`config.mk`:
```
export PLATFORM = sky130hd
export DESIGN_NAME = skyline_atlas_allocator
export DESIGN_NICKNAME = d
export VERILOG_FILES = /design/src/hdl/sal_pkg.sv /design/src/hdl/sal_ram.sv /design/src/hdl/skyline_atlas_allocator.sv
export SDC_FILE = /design/constraint.sdc
export NUM_CORES = 2
export LEC_CHECK = 0
export BUFFER_PORTS_ARGS = -buffer_cell sky130_fd_sc_hd__buf_4
export CAP_MARGIN = 20
export CORE_UTILIZATION = 32
export CTS_BUF_LIST = sky130_fd_sc_hd__clkbuf_16
export DETAILED_ROUTE_END_ITERATION = 10
export PLACE_DENSITY_LB_ADDON = 0.05
export REMOVE_ABC_BUFFERS = 1
export SYNTH_ARGS = -nofsm -noshare
export SYNTH_HDL_FRONTEND = slang
export SYNTH_MEMORY_MAX_BITS = 65536
export SYNTH_SLANG_ARGS = --single-unit
```
`constraint.sdc`:
```
create_clock -name clk -period 14.1 [get_ports clk]
set_clock_uncertainty 0.15 [all_clocks]
set_input_delay 0 -clock clk [delete_from_list [all_inputs] [get_ports clk]]
set_output_delay 0 -clock clk [all_outputs]
set_load 0.01 [all_outputs]
```
`src/hdl/sal_pkg.sv`:
```
`default_nettype none

package sal_pkg;

  // Default atlas edge length in columns and rows.
  localparam int ATLAS_SIZE_DEF = 256;

  // Payload field widths.
  localparam int BLK_W = 9;
  localparam int POS_W = 8;

  // Beat widths: fields packed from bit 0, padded to whole bytes.
  localparam int IN_DATA_W  = 24;
  localparam int OUT_DATA_W = 16;

  // Request kinds carried on in_tuser.
  localparam logic OP_ALLOC = 1'b0;
  localparam logic OP_CLEAR = 1'b1;

endpackage : sal_pkg

`default_nettype wire

```
`src/hdl/sal_ram.sv`:
```
`default_nettype none

// Simple dual-port synchronous RAM, one write and one registered read per cycle.
module sal_ram #(
  parameter int DEPTH = 256,
  parameter int AW    = 8,
  parameter int DW    = 9
) (
  input  wire logic          clk,
  input  wire logic          we,
  input  wire logic [AW-1:0] waddr,
  input  wire logic [DW-1:0] wdata,
  input  wire logic [AW-1:0] raddr,
  output logic      [DW-1:0] rdata
);

  logic [DW-1:0] mem [DEPTH];

  always_ff @(posedge clk) begin
    if (we) begin
      mem[waddr] <= wdata;
    end
    rdata <= mem[raddr];
  end

endmodule : sal_ram

`default_nettype wire

```
`src/hdl/skyline_atlas_allocator.sv`:
```
`default_nettype none

// Channel | Ports     | Direction | tdata (low bit up)                  | tuser
// in      | in_t*     | slave     | block_width[8:0], block_height[17:9] | operation
// out     | out_t*    | master    | pos_x[7:0], pos_y[15:8]              | fits
//
// A clear request writes zero to every column of the height memory. An allocate
// request makes one forward pass over the height memory, one backward pass, and a
// write-back of the covered columns; the height memory has a single read port. A
// rejected request goes straight to its result. After reset the block clears the
// height memory and holds in_tready low meanwhile. One request is worked on at a
// time; the next beat is taken as soon as the result sits in the output register,
// even if the downstream side stalls it there.

module skyline_atlas_allocator #(
  parameter int ATLAS_SIZE = sal_pkg::ATLAS_SIZE_DEF
) (
  input  wire logic                           clk,
  input  wire logic                           rst_n,
  input  wire logic                           in_tvalid,
  output logic                                in_tready,
  // block_width [8:0], block_height [17:9], zero padding above
  input  wire logic [sal_pkg::IN_DATA_W-1:0]  in_tdata,
  // operation [0]
  input  wire logic [0:0]                     in_tuser,
  output logic                                out_tvalid,
  input  wire logic                           out_tready,
  // pos_x [7:0], pos_y [15:8]
  output logic      [sal_pkg::OUT_DATA_W-1:0] out_tdata,
  // fits [0]
  output logic      [0:0]                     out_tuser
);

  import sal_pkg::*;

  // Address width for ATLAS_SIZE columns, and height width able to hold ATLAS_SIZE.
  localparam int AW = (ATLAS_SIZE > 1) ? $clog2(ATLAS_SIZE) : 1;
  localparam int HW = $clog2(ATLAS_SIZE + 1);
  // Width that holds both a request field and a height, plus a sum bit.
  localparam int CW = (HW > BLK_W) ? HW : BLK_W;
  localparam int SW = CW + 1;

  localparam logic [AW-1:0] LAST_COL = AW'(ATLAS_SIZE - 1);
  localparam logic [HW-1:0] SIZE_H   = HW'(ATLAS_SIZE);

  // Sequencer states.
  localparam logic [2:0] ST_IDLE = 3'd0;
  localparam logic [2:0] ST_CLR  = 3'd1;
  localparam logic [2:0] ST_FWD  = 3'd2;
  localparam logic [2:0] ST_BWD  = 3'd3;
  localparam logic [2:0] ST_CHK  = 3'd4;
  localparam logic [2:0] ST_WB   = 3'd5;
  localparam logic [2:0] ST_FIN  = 3'd6;

  logic [2:0]       state_r, state_nxt;
  logic [AW-1:0]    ai_r, ai_nxt;        // issue / write address
  logic             iss_r, iss_nxt;      // read data of pa_r is available
  logic [AW-1:0]    pa_r, pa_nxt;        // column whose data is returning
  logic [AW-1:0]    ph_r, ph_nxt;        // pa_r modulo the block width
  logic [AW-1:0]    cnt_r, cnt_nxt;      // write-back counter
  logic [HW-1:0]    run_r, run_nxt;      // running prefix or suffix maximum
  logic [HW-1:0]    best_r, best_nxt;    // lowest window maximum so far
  logic [AW-1:0]    bx_r, bx_nxt;        // start column of that window
  logic [HW-1:0]    nh_r, nh_nxt;        // new height for covered columns
  logic [AW-1:0]    w_r, w_nxt;
  logic [BLK_W-1:0] h_r, h_nxt;
  logic             clr_rsp_r, clr_rsp_nxt;
  logic             res_fits_r, res_fits_nxt;
  logic [POS_W-1:0] res_x_r, res_x_nxt;
  logic [POS_W-1:0] res_y_r, res_y_nxt;

  logic             out_valid_r, out_valid_nxt;
  logic             out_fits_r, out_fits_nxt;
  logic [POS_W-1:0] out_x_r, out_x_nxt;
  logic [POS_W-1:0] out_y_r, out_y_nxt;

  // Height memory and prefix-maximum memory.
  logic          h_we;
  logic [AW-1:0] h_waddr;
  logic [HW-1:0] h_wdata;
  logic [AW-1:0] h_raddr;
  logic [HW-1:0] h_rdata;
  logic          p_we;
  logic [AW-1:0] p_raddr;
  logic [HW-1:0] p_rdata;

  sal_ram #(.DEPTH(ATLAS_SIZE), .AW(AW), .DW(HW)) u_height_ram (
    .clk   (clk),
    .we    (h_we),
    .waddr (h_waddr),
    .wdata (h_wdata),
    .raddr (h_raddr),
    .rdata (h_rdata)
  );

  sal_ram #(.DEPTH(ATLAS_SIZE), .AW(AW), .DW(HW)) u_prefix_ram (
    .clk   (clk),
    .we    (p_we),
    .waddr (pa_r),
    .wdata (run_nxt),
    .raddr (p_raddr),
    .rdata (p_rdata)
  );

  // Request fields.
  logic             in_op;
  logic [BLK_W-1:0] in_w;
  logic [BLK_W-1:0] in_h;
  logic             in_fire;
  logic             in_reject;

  assign in_op   = in_tuser[0];
  assign in_w    = in_tdata[BLK_W-1:0];
  assign in_h    = in_tdata[2*BLK_W-1:BLK_W];
  assign in_fire = in_tvalid && in_tready;
  assign in_reject = (in_w == '0) || (in_h == '0) || (CW'(in_w) >= CW'(ATLAS_SIZE));

  assign in_tready = (state_r == ST_IDLE);

  // Datapath terms of the two scan passes.
  logic          blk_first;   // first column of a block (forward pass)
  logic          blk_end;     // last column of a block or of the atlas
  logic [HW-1:0] run_max;
  logic [HW-1:0] scan_val;
  logic [HW-1:0] win_max;
  logic          in_window;
  logic [SW-1:0] top_sum;
  logic          out_free;

  assign blk_first = (ph_r == '0);
  assign blk_end   = (ph_r == w_r - 1'b1) || (pa_r == LAST_COL);
  assign run_max   = (h_rdata > run_r) ? h_rdata : run_r;
  assign win_max   = (scan_val > p_rdata) ? scan_val : p_rdata;
  // Only starts with start + width below the atlas size are tried.
  assign in_window = ((AW+1)'(pa_r) + (AW+1)'(w_r)) < (AW+1)'(ATLAS_SIZE);
  assign top_sum   = SW'(best_r) + SW'(h_r);
  assign out_free  = !out_valid_r || out_tready;

  always_comb begin
    if (state_r == ST_FWD) begin
      scan_val = blk_first ? h_rdata : run_max;
    end else begin
      scan_val = blk_end ? h_rdata : run_max;
    end
  end

  // Memory port control.
  always_comb begin
    h_we    = (state_r == ST_CLR) || (state_r == ST_WB);
    h_waddr = ai_r;
    h_wdata = (state_r == ST_WB) ? nh_r : '0;
    h_raddr = ai_r;
    p_we    = (state_r == ST_FWD) && iss_r;
    p_raddr = AW'((AW+1)'(ai_r) + (AW+1)'(w_r) - 1'b1);
  end

  always_comb begin
    state_nxt    = state_r;
    ai_nxt       = ai_r;
    iss_nxt      = iss_r;
    pa_nxt       = pa_r;
    ph_nxt       = ph_r;
    cnt_nxt      = cnt_r;
    run_nxt      = run_r;
    best_nxt     = best_r;
    bx_nxt       = bx_r;
    nh_nxt       = nh_r;
    w_nxt        = w_r;
    h_nxt        = h_r;
    clr_rsp_nxt  = clr_rsp_r;
    res_fits_nxt = res_fits_r;
    res_x_nxt    = res_x_r;
    res_y_nxt    = res_y_r;

    unique case (state_r)
      ST_IDLE: begin
        if (in_fire) begin
          ai_nxt    = '0;
          iss_nxt   = 1'b0;
          ph_nxt    = '0;
          res_x_nxt = '0;
          res_y_nxt = '0;
          w_nxt     = AW'(in_w);
          h_nxt     = in_h;
          if (in_op == OP_CLEAR) begin
            clr_rsp_nxt = 1'b1;
            state_nxt   = ST_CLR;
          end else if (in_reject) begin
            res_fits_nxt = 1'b0;
            state_nxt    = ST_FIN;
          end else begin
            state_nxt = ST_FWD;
          end
        end
      end

      ST_CLR: begin
        if (ai_r == LAST_COL) begin
          res_fits_nxt = 1'b1;
          state_nxt    = clr_rsp_r ? ST_FIN : ST_IDLE;
        end else begin
          ai_nxt = ai_r + 1'b1;
        end
      end

      ST_FWD: begin
        // Issue the next read while the previous one is folded into the prefix.
        iss_nxt = 1'b1;
        pa_nxt  = ai_r;
        if (ai_r != LAST_COL) begin
          ai_nxt = ai_r + 1'b1;
        end
        if (iss_r) begin
          run_nxt = scan_val;
          if (pa_r == LAST_COL) begin
            // ph_r keeps the phase of the last column for the backward pass.
            ai_nxt    = LAST_COL;
            iss_nxt   = 1'b0;
            best_nxt  = SIZE_H;
            bx_nxt    = '0;
            state_nxt = ST_BWD;
          end else begin
            ph_nxt = (ph_r == w_r - 1'b1) ? '0 : ph_r + 1'b1;
          end
        end
      end

      ST_BWD: begin
        iss_nxt = 1'b1;
        pa_nxt  = ai_r;
        if (ai_r != '0) begin
          ai_nxt = ai_r - 1'b1;
        end
        if (iss_r) begin
          run_nxt = scan_val;
          // Scanning downwards, a tie moves the winner to the lower start.
          if (in_window && (win_max <= best_r)) begin
            best_nxt = win_max;
            bx_nxt   = pa_r;
          end
          ph_nxt = (ph_r == '0) ? w_r - 1'b1 : ph_r - 1'b1;
          if (pa_r == '0) begin
            state_nxt = ST_CHK;
          end
        end
      end

      ST_CHK: begin
        if (top_sum > SW'(ATLAS_SIZE)) begin
          res_fits_nxt = 1'b0;
          state_nxt    = ST_FIN;
        end else begin
          nh_nxt       = HW'(top_sum);
          ai_nxt       = bx_r;
          cnt_nxt      = '0;
          res_fits_nxt = 1'b1;
          res_x_nxt    = POS_W'(bx_r);
          res_y_nxt    = POS_W'(best_r);
          state_nxt    = ST_WB;
        end
      end

      ST_WB: begin
        ai_nxt  = ai_r + 1'b1;
        cnt_nxt = cnt_r + 1'b1;
        if (cnt_r == w_r - 1'b1) begin
          state_nxt = ST_FIN;
        end
      end

      ST_FIN: begin
        if (out_free) begin
          state_nxt = ST_IDLE;
        end
      end

      default: begin
        state_nxt = ST_IDLE;
      end
    endcase
  end

  // Output register.
  always_comb begin
    out_valid_nxt = out_valid_r && !out_tready;
    out_fits_nxt  = out_fits_r;
    out_x_nxt     = out_x_r;
    out_y_nxt     = out_y_r;
    if ((state_r == ST_FIN) && out_free) begin
      out_valid_nxt = 1'b1;
      out_fits_nxt  = res_fits_r;
      out_x_nxt     = res_x_r;
      out_y_nxt     = res_y_r;
    end
  end

  always_ff @(posedge clk) begin
    if (!rst_n) begin
      // Reset starts a silent clearing pass over the height memory.
      state_r     <= ST_CLR;
      ai_r        <= '0;
      iss_r       <= 1'b0;
      clr_rsp_r   <= 1'b0;
      out_valid_r <= 1'b0;
    end else begin
      state_r     <= state_nxt;
      ai_r        <= ai_nxt;
      iss_r       <= iss_nxt;
      clr_rsp_r   <= clr_rsp_nxt;
      out_valid_r <= out_valid_nxt;
    end
  end

  always_ff @(posedge clk) begin
    pa_r       <= pa_nxt;
    ph_r       <= ph_nxt;
    cnt_r      <= cnt_nxt;
    run_r      <= run_nxt;
    best_r     <= best_nxt;
    bx_r       <= bx_nxt;
    nh_r       <= nh_nxt;
    w_r        <= w_nxt;
    h_r        <= h_nxt;
    res_fits_r <= res_fits_nxt;
    res_x_r    <= res_x_nxt;
    res_y_r    <= res_y_nxt;
    out_fits_r <= out_fits_nxt;
    out_x_r    <= out_x_nxt;
    out_y_r    <= out_y_nxt;
  end

  assign out_tvalid   = out_valid_r;
  assign out_tdata    = {out_y_r, out_x_r};
  assign out_tuser[0] = out_fits_r;

  // An accepted beat always leaves the idle state.
  a_fire_leaves_idle: assert property (@(posedge clk) disable iff (!rst_n)
    in_fire |=> (state_r != ST_IDLE))
    else $error("request accepted but sequencer stayed idle");

  // The block phase always stays below the block width during the scans.
  a_phase_range: assert property (@(posedge clk) disable iff (!rst_n)
    ((state_r == ST_FWD) || (state_r == ST_BWD)) |-> (ph_r < w_r))
    else $error("block phase out of range");

  // A written height never exceeds the atlas size.
  a_height_bound: assert property (@(posedge clk) disable iff (!rst_n)
    (state_r == ST_WB) |-> ((nh_r <= SIZE_H) && (nh_r != '0)))
    else $error("write-back height out of range");

  // Write-back stays inside the atlas.
  a_wb_addr: assert property (@(posedge clk) disable iff (!rst_n)
    (state_r == ST_WB) |-> (ai_r <= LAST_COL))
    else $error("write-back beyond last column");

  // A placement whose top leaves room for the height is written back.
  a_fit_check: assert property (@(posedge clk) disable iff (!rst_n)
    ((state_r == ST_CHK) && (top_sum <= SW'(ATLAS_SIZE))) |=> (state_r == ST_WB))
    else $error("fitting rectangle not written back");

endmodule : skyline_atlas_allocator

`default_nettype wire

```
Word level (Yosys, flattened, before mapping)
Memories as Yosys holds them, arrays and structs flattened. A register that Yosys moved wholly into a read port is not among the register bits.
Cells that the tools add are included.
{"block": "totals", "n_memories": 2, "mem_bits_rw": 4608, "elab_cells": 166, "input_bits": 29, "latchBits": 0, "mem_bits_ro": 0, "register_bits": 124}
{"block": "classes", "n_lt_le_gt_ge": 6, "n_reduce_logical": 36, "eq_ne": 26, "n_mux": 65, "n_shift": 0, "n_addsub": 10, "bitwise_logic": 1, "n_div": 0, "mul": 0}
{"memory": "u_height_ram.mem", "words": 256, "width": 9, "read_ports": 1, "rd_clocked_by_memory_dff": 1, "write_ports": 1, "line": "sal_ram.sv:17", "text": "logic [DW-1:0] mem [DEPTH];"}
{"memory": "u_prefix_ram.mem", "words": 256, "width": 9, "read_ports": 1, "rd_clocked_by_memory_dff": 1, "write_ports": 1, "line": "sal_ram.sv:17"}
{"op": "$mux 8", "count": 18}
{"op": "$mux 9", "count": 12}
{"op": "$pmux 8 s2", "count": 4}
{"op": "$pmux 8 s6", "count": 1}
{"op": "$mux 3", "count": 11}
{"op": "$sub 8x1->8 const B", "count": 4}
{"op": "$add 8x1->8 const B", "count": 3}
{"op": "$pmux 8 s3", "count": 1}
{"op": "$ne 2x2->1 const B", "count": 11}
{"op": "$pmux 3 s7", "count": 1}
{"op": "$reduce_and 5->1", "count": 4}
{"op": "$gt 9x9->1", "count": 2}
{"op": "$logic_not 9->1", "count": 2}
{"op": "$pmux 9 s2", "count": 1}
{"op": "$eq 8x8->1", "count": 2}
{"op": "$eq 8x8->1 const B", "count": 2}
{"op": "$logic_not 8->1", "count": 2}
{"op": "$mux 1", "count": 13}
{"op": "$add 9x9->10", "count": 1}
{"op": "$gt 10x9->1 const B", "count": 1}
{"op": "$add 8x8->9", "count": 1}
{"op": "$eq 3x3->1 const B", "count": 3}
{"op": "$ge 9x9->1 const B", "count": 1}
{"op": "$le 9x9->1", "count": 1}
{"op": "other kinds (21)", "count": 42}

Longest topological paths before layout
{"block": "logic_depth", "word_depth": 12, "depth_mapped": 31, "ltp_nobuf": 28}

Cells and area by module
A second synthesis with hierarchy kept.
{"block": "unflattened", "cells_unflattened": 9258, "hier_area_um2": 186436.3}
{"module": "sal_ram", "area_each_um2": 89278.1, "cells_each": 4237, "instances": 2}
{"module": "skyline_atlas_allocator", "area_each_um2": 7880.1, "cells_each": 784, "instances": 1}

Least setup slack after synthesis
OpenSTA, ideal clock, no wires.
{"block": "synth_timing", "path_kind": "register to register", "from": "reg w_r[0]", "to": "mem u_prefix_ram.mem[0][0], data pin", "t_arrival_ps": 12468, "stages_incl_launch_ff": 14, "synth_period_minus_slack_ps": 14813, "required_time_ps": 11755, "slack_ps": -713, "cell_sequence": "edfxtp_1 -> clkbuf_2 -> inv_1 -> ha_1 -> xor2_1 -> o211a_1 -> o2111ai_1 -> or4b_1 -> o21ai_1 -> a21oi_1 -> buf_6 -> or2_1 -> buf_6 -> o21ai_0"}
{"block": "synth_via", "elab_chain_len": 7}
{"item": "start, declared", "line": "skyline_atlas_allocator.sv:65", "text": "logic [AW-1:0] w_r, w_nxt;"}
{"item": "start signal, assigned", "line": "skyline_atlas_allocator.sv:322", "text": "w_r <= w_nxt;"}
{"item": "$sub 8x1->8", "line": "skyline_atlas_allocator.sv:131", "text": "assign blk_end = (ph_r == w_r - 1'b1) || (pa_r == LAST_COL);"}
{"item": "$eq 8x8->1", "line": "skyline_atlas_allocator.sv:131"}
{"item": "$logic_or 1x1->1", "line": "skyline_atlas_allocator.sv:131"}
{"item": "$mux 9", "line": "skyline_atlas_allocator.sv:143", "text": "scan_val = blk_end ? h_rdata : run_max;"}
{"item": "$mux 9", "line": "skyline_atlas_allocator.sv:140", "text": "if (state_r == ST_FWD) begin"}
{"item": "$mux 9", "line": "skyline_atlas_allocator.sv:213, skyline_atlas_allocator.sv:234"}
{"item": "$mux 9"}
{"item": "named net run_nxt[0]", "line": "skyline_atlas_allocator.sv:61", "text": "logic [HW-1:0] run_r, run_nxt;"}
{"item": "end, declared", "line": "sal_ram.sv:17"}
The timed path passes the listed nets, and every way through them passes these cells.

Final worst setup path
{"block": "layout_timing", "from": "reg w_r[0]", "to": "reg bx_r[7] (enable)"}
{"block": "layout_via", "elab_chain_len": 11, "elab_cells_between_ends": 13, "cone_classes": "add/sub (2); order compare (3); eq/ne (2); mux (3); reduce/logical (3)"}
{"item": "$sub 8x1->8 (*)", "line": "skyline_atlas_allocator.sv:131"}
{"item": "$eq 8x8->1 (*)", "line": "skyline_atlas_allocator.sv:131"}
{"item": "$logic_or 1x1->1 (*)", "line": "skyline_atlas_allocator.sv:131"}
{"item": "$mux 9 (*)", "line": "skyline_atlas_allocator.sv:143"}
{"item": "$mux 9 (*)", "line": "skyline_atlas_allocator.sv:140"}
{"item": "$gt 9x9->1", "line": "skyline_atlas_allocator.sv:133", "text": "assign win_max = (scan_val > p_rdata) ? scan_val : p_rdata;"}
{"item": "$mux 9 (*)", "line": "skyline_atlas_allocator.sv:133"}
{"item": "named net win_max[4]", "line": "skyline_atlas_allocator.sv:125", "text": "logic [HW-1:0] win_max;"}
{"item": "$le 9x9->1 (*)", "line": "skyline_atlas_allocator.sv:237", "text": "if (in_window && (win_max <= best_r)) begin"}
{"item": "$logic_and 1x1->1 (*)", "line": "skyline_atlas_allocator.sv:237"}
{"item": "$ne 2x2->1 (no line) (*)"}
{"item": "$reduce_and 5->1 (no line) (*)"}
{"item": "end signal, assigned", "line": "skyline_atlas_allocator.sv:320", "text": "bx_r <= bx_nxt;"}
{"item": "end, declared", "line": "skyline_atlas_allocator.sv:63", "text": "logic [AW-1:0] bx_r, bx_nxt;"}
Mark *: on every way through the listed nets, which the timed path passes. The rest lies on a longest branch.
A chain may end at the register's enable or synchronous reset.

==> flow_summary.json <==
{
  "clkPwrFrac_pct": 44.6,
  "power_density_nw_per_um2": 143,
  "io_buffers": 41,
  "final_common_cell": "edfxtp_1",
  "finalInstanceArea_sq_um": 214000,
  "gp_congestion": 0.775,
  "finalCriticalPeriod_ns": 8.19,
  "wl_per_cell_um": 33.3,
  "routed_wl_um": 573000,
  "swShare_pct": 22.4,
  "pwr-share-comb_pct": 5.1,
  "seq_power_share_pct": 50.3,
  "drc_errors": 0,
  "final_nets": 9136,
  "grt_first_pass_wirelength_um": 791000,
  "clk_pin_slew_ns": 0.06,
  "ys_types": 84,
  "post-route-period-util_pct": 58.1,
  "rsz0062_at_grt": "no",
  "place_area_sq_um": 196000,
  "crit_arrival_ns": 8.81,
  "synthFlopType": "edfxtp_1",
  "die_h_um": 764,
  "status": "complete, no violations",
  "place_inst": 16137,
  "slowest_delay_ns": 0.75,
  "grt-ovfl-total": 0,
  "required_ns": 14.73,
  "areaGrowthSynthToFinish_pct": 14.9,
  "ys_ff_latch": 4750,
  "slew_violations": 0,
  "grt_antenna_before_repair": 38,
  "synth-simple-area-share_pct": 3.31,
  "ios": 48,
  "synthMuxAreaShare_pct": 16.7,
  "die_area_sq_um": 584000,
  "avgViaCountPerCell": 5.17,
  "grt.total_usage_pct": 19.3,
  "cts_buffers": 552,
  "synth_edf_count": 4709,
  "coreArea_sq_um": 578000,
  "layoutNonFillerInstCount": 17199,
  "worstMarginPinSlew_ns": 1.39,
  "cap_violations": 0,
  "crit_type": "reg -> reg",
  "dr_total_vias": 88926,
  "relSlewSlack_pct": 7.16,
  "end_kind": "flop",
  "postSynth.asyncResetShare_pct": 0,
  "final_cell_mix": "4,709 x edfxtp_1, 1,336 x mux4_2, 602 x nor2_1",
  "synth_fa_ha_area_share_pct": 0.465,
  "leakagePower_nw": 67.1,
  "yosys_warnings": 0,
  "synth_top_family_by_area": "multiplexers",
  "grt_pass1_vias": 93405,
  "cts_sinks": 4750,
  "switchingPower_mw": 6.84,
  "yosysSeqAreaShare_pct": 76.4,
  "finalPower_mw": 30.5,
  "worst_ir_drop_vdd_uv": 117,
  "cts_tree": "done",
  "rows": 279,
  "synth_xor_area_share_pct": 0.256,
  "finalSetupViolCount": 0,
  "cpMostUsedCell": "o21ai_0",
  "avgSynthCellArea_sq_um": 21.5,
  "grt_max_degree": 193,
  "hold_viol": 0,
  "clk_latency_ns": 1.07,
  "fp.dieW_um": 764,
  "syn_inst": 8658,
  "synth-compound-area-share_pct": 1.31,
  "syn_area_sq_um": 186000,
  "root_buffer": "clkbuf_16",
  "hold_ws_ns": 0.144,
  "drive_above_1_share_pct": 25.6,
  "dp_hpwl_um": 340000,
  "setup-tns-final_ns": 0,
  "timing.fmax_ghz": 0.122,
  "initial_core_util_pct": 32.2,
  "post_cts_resize_count": 0,
  "drtAntennaViolNets": 0,
  "cp_max_fo": 24,
  "crit_path_start_kind": "flop",
  "drtPass1Iterations": 5,
  "hold_class": "in -> reg",
  "internal-power_mw": 23.7,
  "htree_levels": 6,
  "drt_iter0_markers": 7553,
  "slowest_stage": "o31a_1",
  "cts.path.max_buffers": 4
}
-- sequential cells by signal, summed over array words and instances, names as in the netlist, 9 cells and up --
| name | cells |
|---|---|
| u_prefix_ram.rdata | 9 |
| u_prefix_ram.mem | 2304 |
| run_r | 9 |
| h_r | 9 |
| u_height_ram.mem | 2304 |
| best_r | 9 |
| nh_r | 9 |
| u_height_ram.rdata | 9 |
-- worst paths after layout --
path / startpoint / endpoint / slack (ns) / cells past startpoint
max: w_r[0] / bx_r[7] / 5.91 / 29
min: in_tvalid / res_fits_r / 0.14 / 5
max reg2reg: w_r[0] / bx_r[7] / 5.91 / 29
min reg2reg: res_y_r[2] / out_y_r[2] / 0.26 / 0
-- logic make-up after synthesis --
family | count (synthesis)
simple gates | 1434
flops | 4750
mux | 1429
fa+ha+maj | 68
xor+xnor | 51
compound gates | 352
buf+inv | 574
-- metal layers --
metal	routed length, um	GRT usage [%]	vias to the layer above
met1	245000	26.2	49073
met4	12600	4.31	0
met3	28200	2.93	634
li1	-	-	36904
met2	287000	33.0	2315
met5	0	0	-
-- critical path, delay by kind of cell (launching register included) --
family / cells / cell delay, ns
xor+xnor: 1 / 0.22
fa+ha+maj: 3 / 0.81
buf+inv: 4 / 0.73
mux: 1 / 0.37
flops: 1 / 0.52
simple gates: 3 / 0.84
compound gates: 17 / 4.26
-- power groups by stage --
stage	Sequential (mW)	Clock, mW	Combinational [mW]
CTS	15.3	14.0	1.62
floorplan	15.7	0	1.39
global route	15.3	14.5	1.64
global placement	15.6	0	1.61
finish	15.3	13.6	1.56
detailed placement	15.6	0	1.60
-- cells in the mapped netlist (11+ instances only) --
cell type     n  area, sq um
nand2_1     423         1590
buf_6        30          338
xnor2_1      24          210
buf_4        61          458
clkbuf_1    241          905
buf_2       126          631
a31oi_1      19          119
o22ai_1      18          113
mux4_2     1336        30100
o21a_1       11         82.6
and3_1       45          282
nor2_1      611         2290
inv_1        78          293
nand4_1      48          300
nor4_1       13         81.3
dfxtp_1      41          821
mux2i_1      83          831
a221oi_1     13          114
nand3_1     181          906
a32oi_1      21          184
xor2_1       24          210
buf_1        29          109
a22oi_1      18          135
ha_1         66          826
o21ai_0      48          240
nor3_1       40          200
edfxtp_1   4709       141000
a21o_1       12         90.1
nor2b_1      30          188
a21oi_1      84          420
a211oi_1     17          128
-- area by class of cell --
type	instances	area (sq um)
antenna	18	45.0
clock buffer	572	14300
clock inverter	397	2750
fill	52963	364000
inverter	82	315
multi-input combinational	3334	41500
sequential	4750	142000
tap	7727	9670
timing repair buffer	319	2910
-- stage by stage --
step | util [%] | setup slack (ns)
after floorplan | - | -37.00
after global placement | 33.9 | 5.63
after detailed placement | 33.9 | 5.76
after CTS | 36.9 | 5.76
after global routing | 37.0 | 5.34
final | 37.0 | 5.91
-- timing repair --
| action | in CTS | in global routing |
|---|---|---|
| hold buffers | 48 | 0 |
| endpoints found under the hold margin | 57 | 0 |
| setup buffers | 0 | 0 |
(Power assumes the default switching activity.)
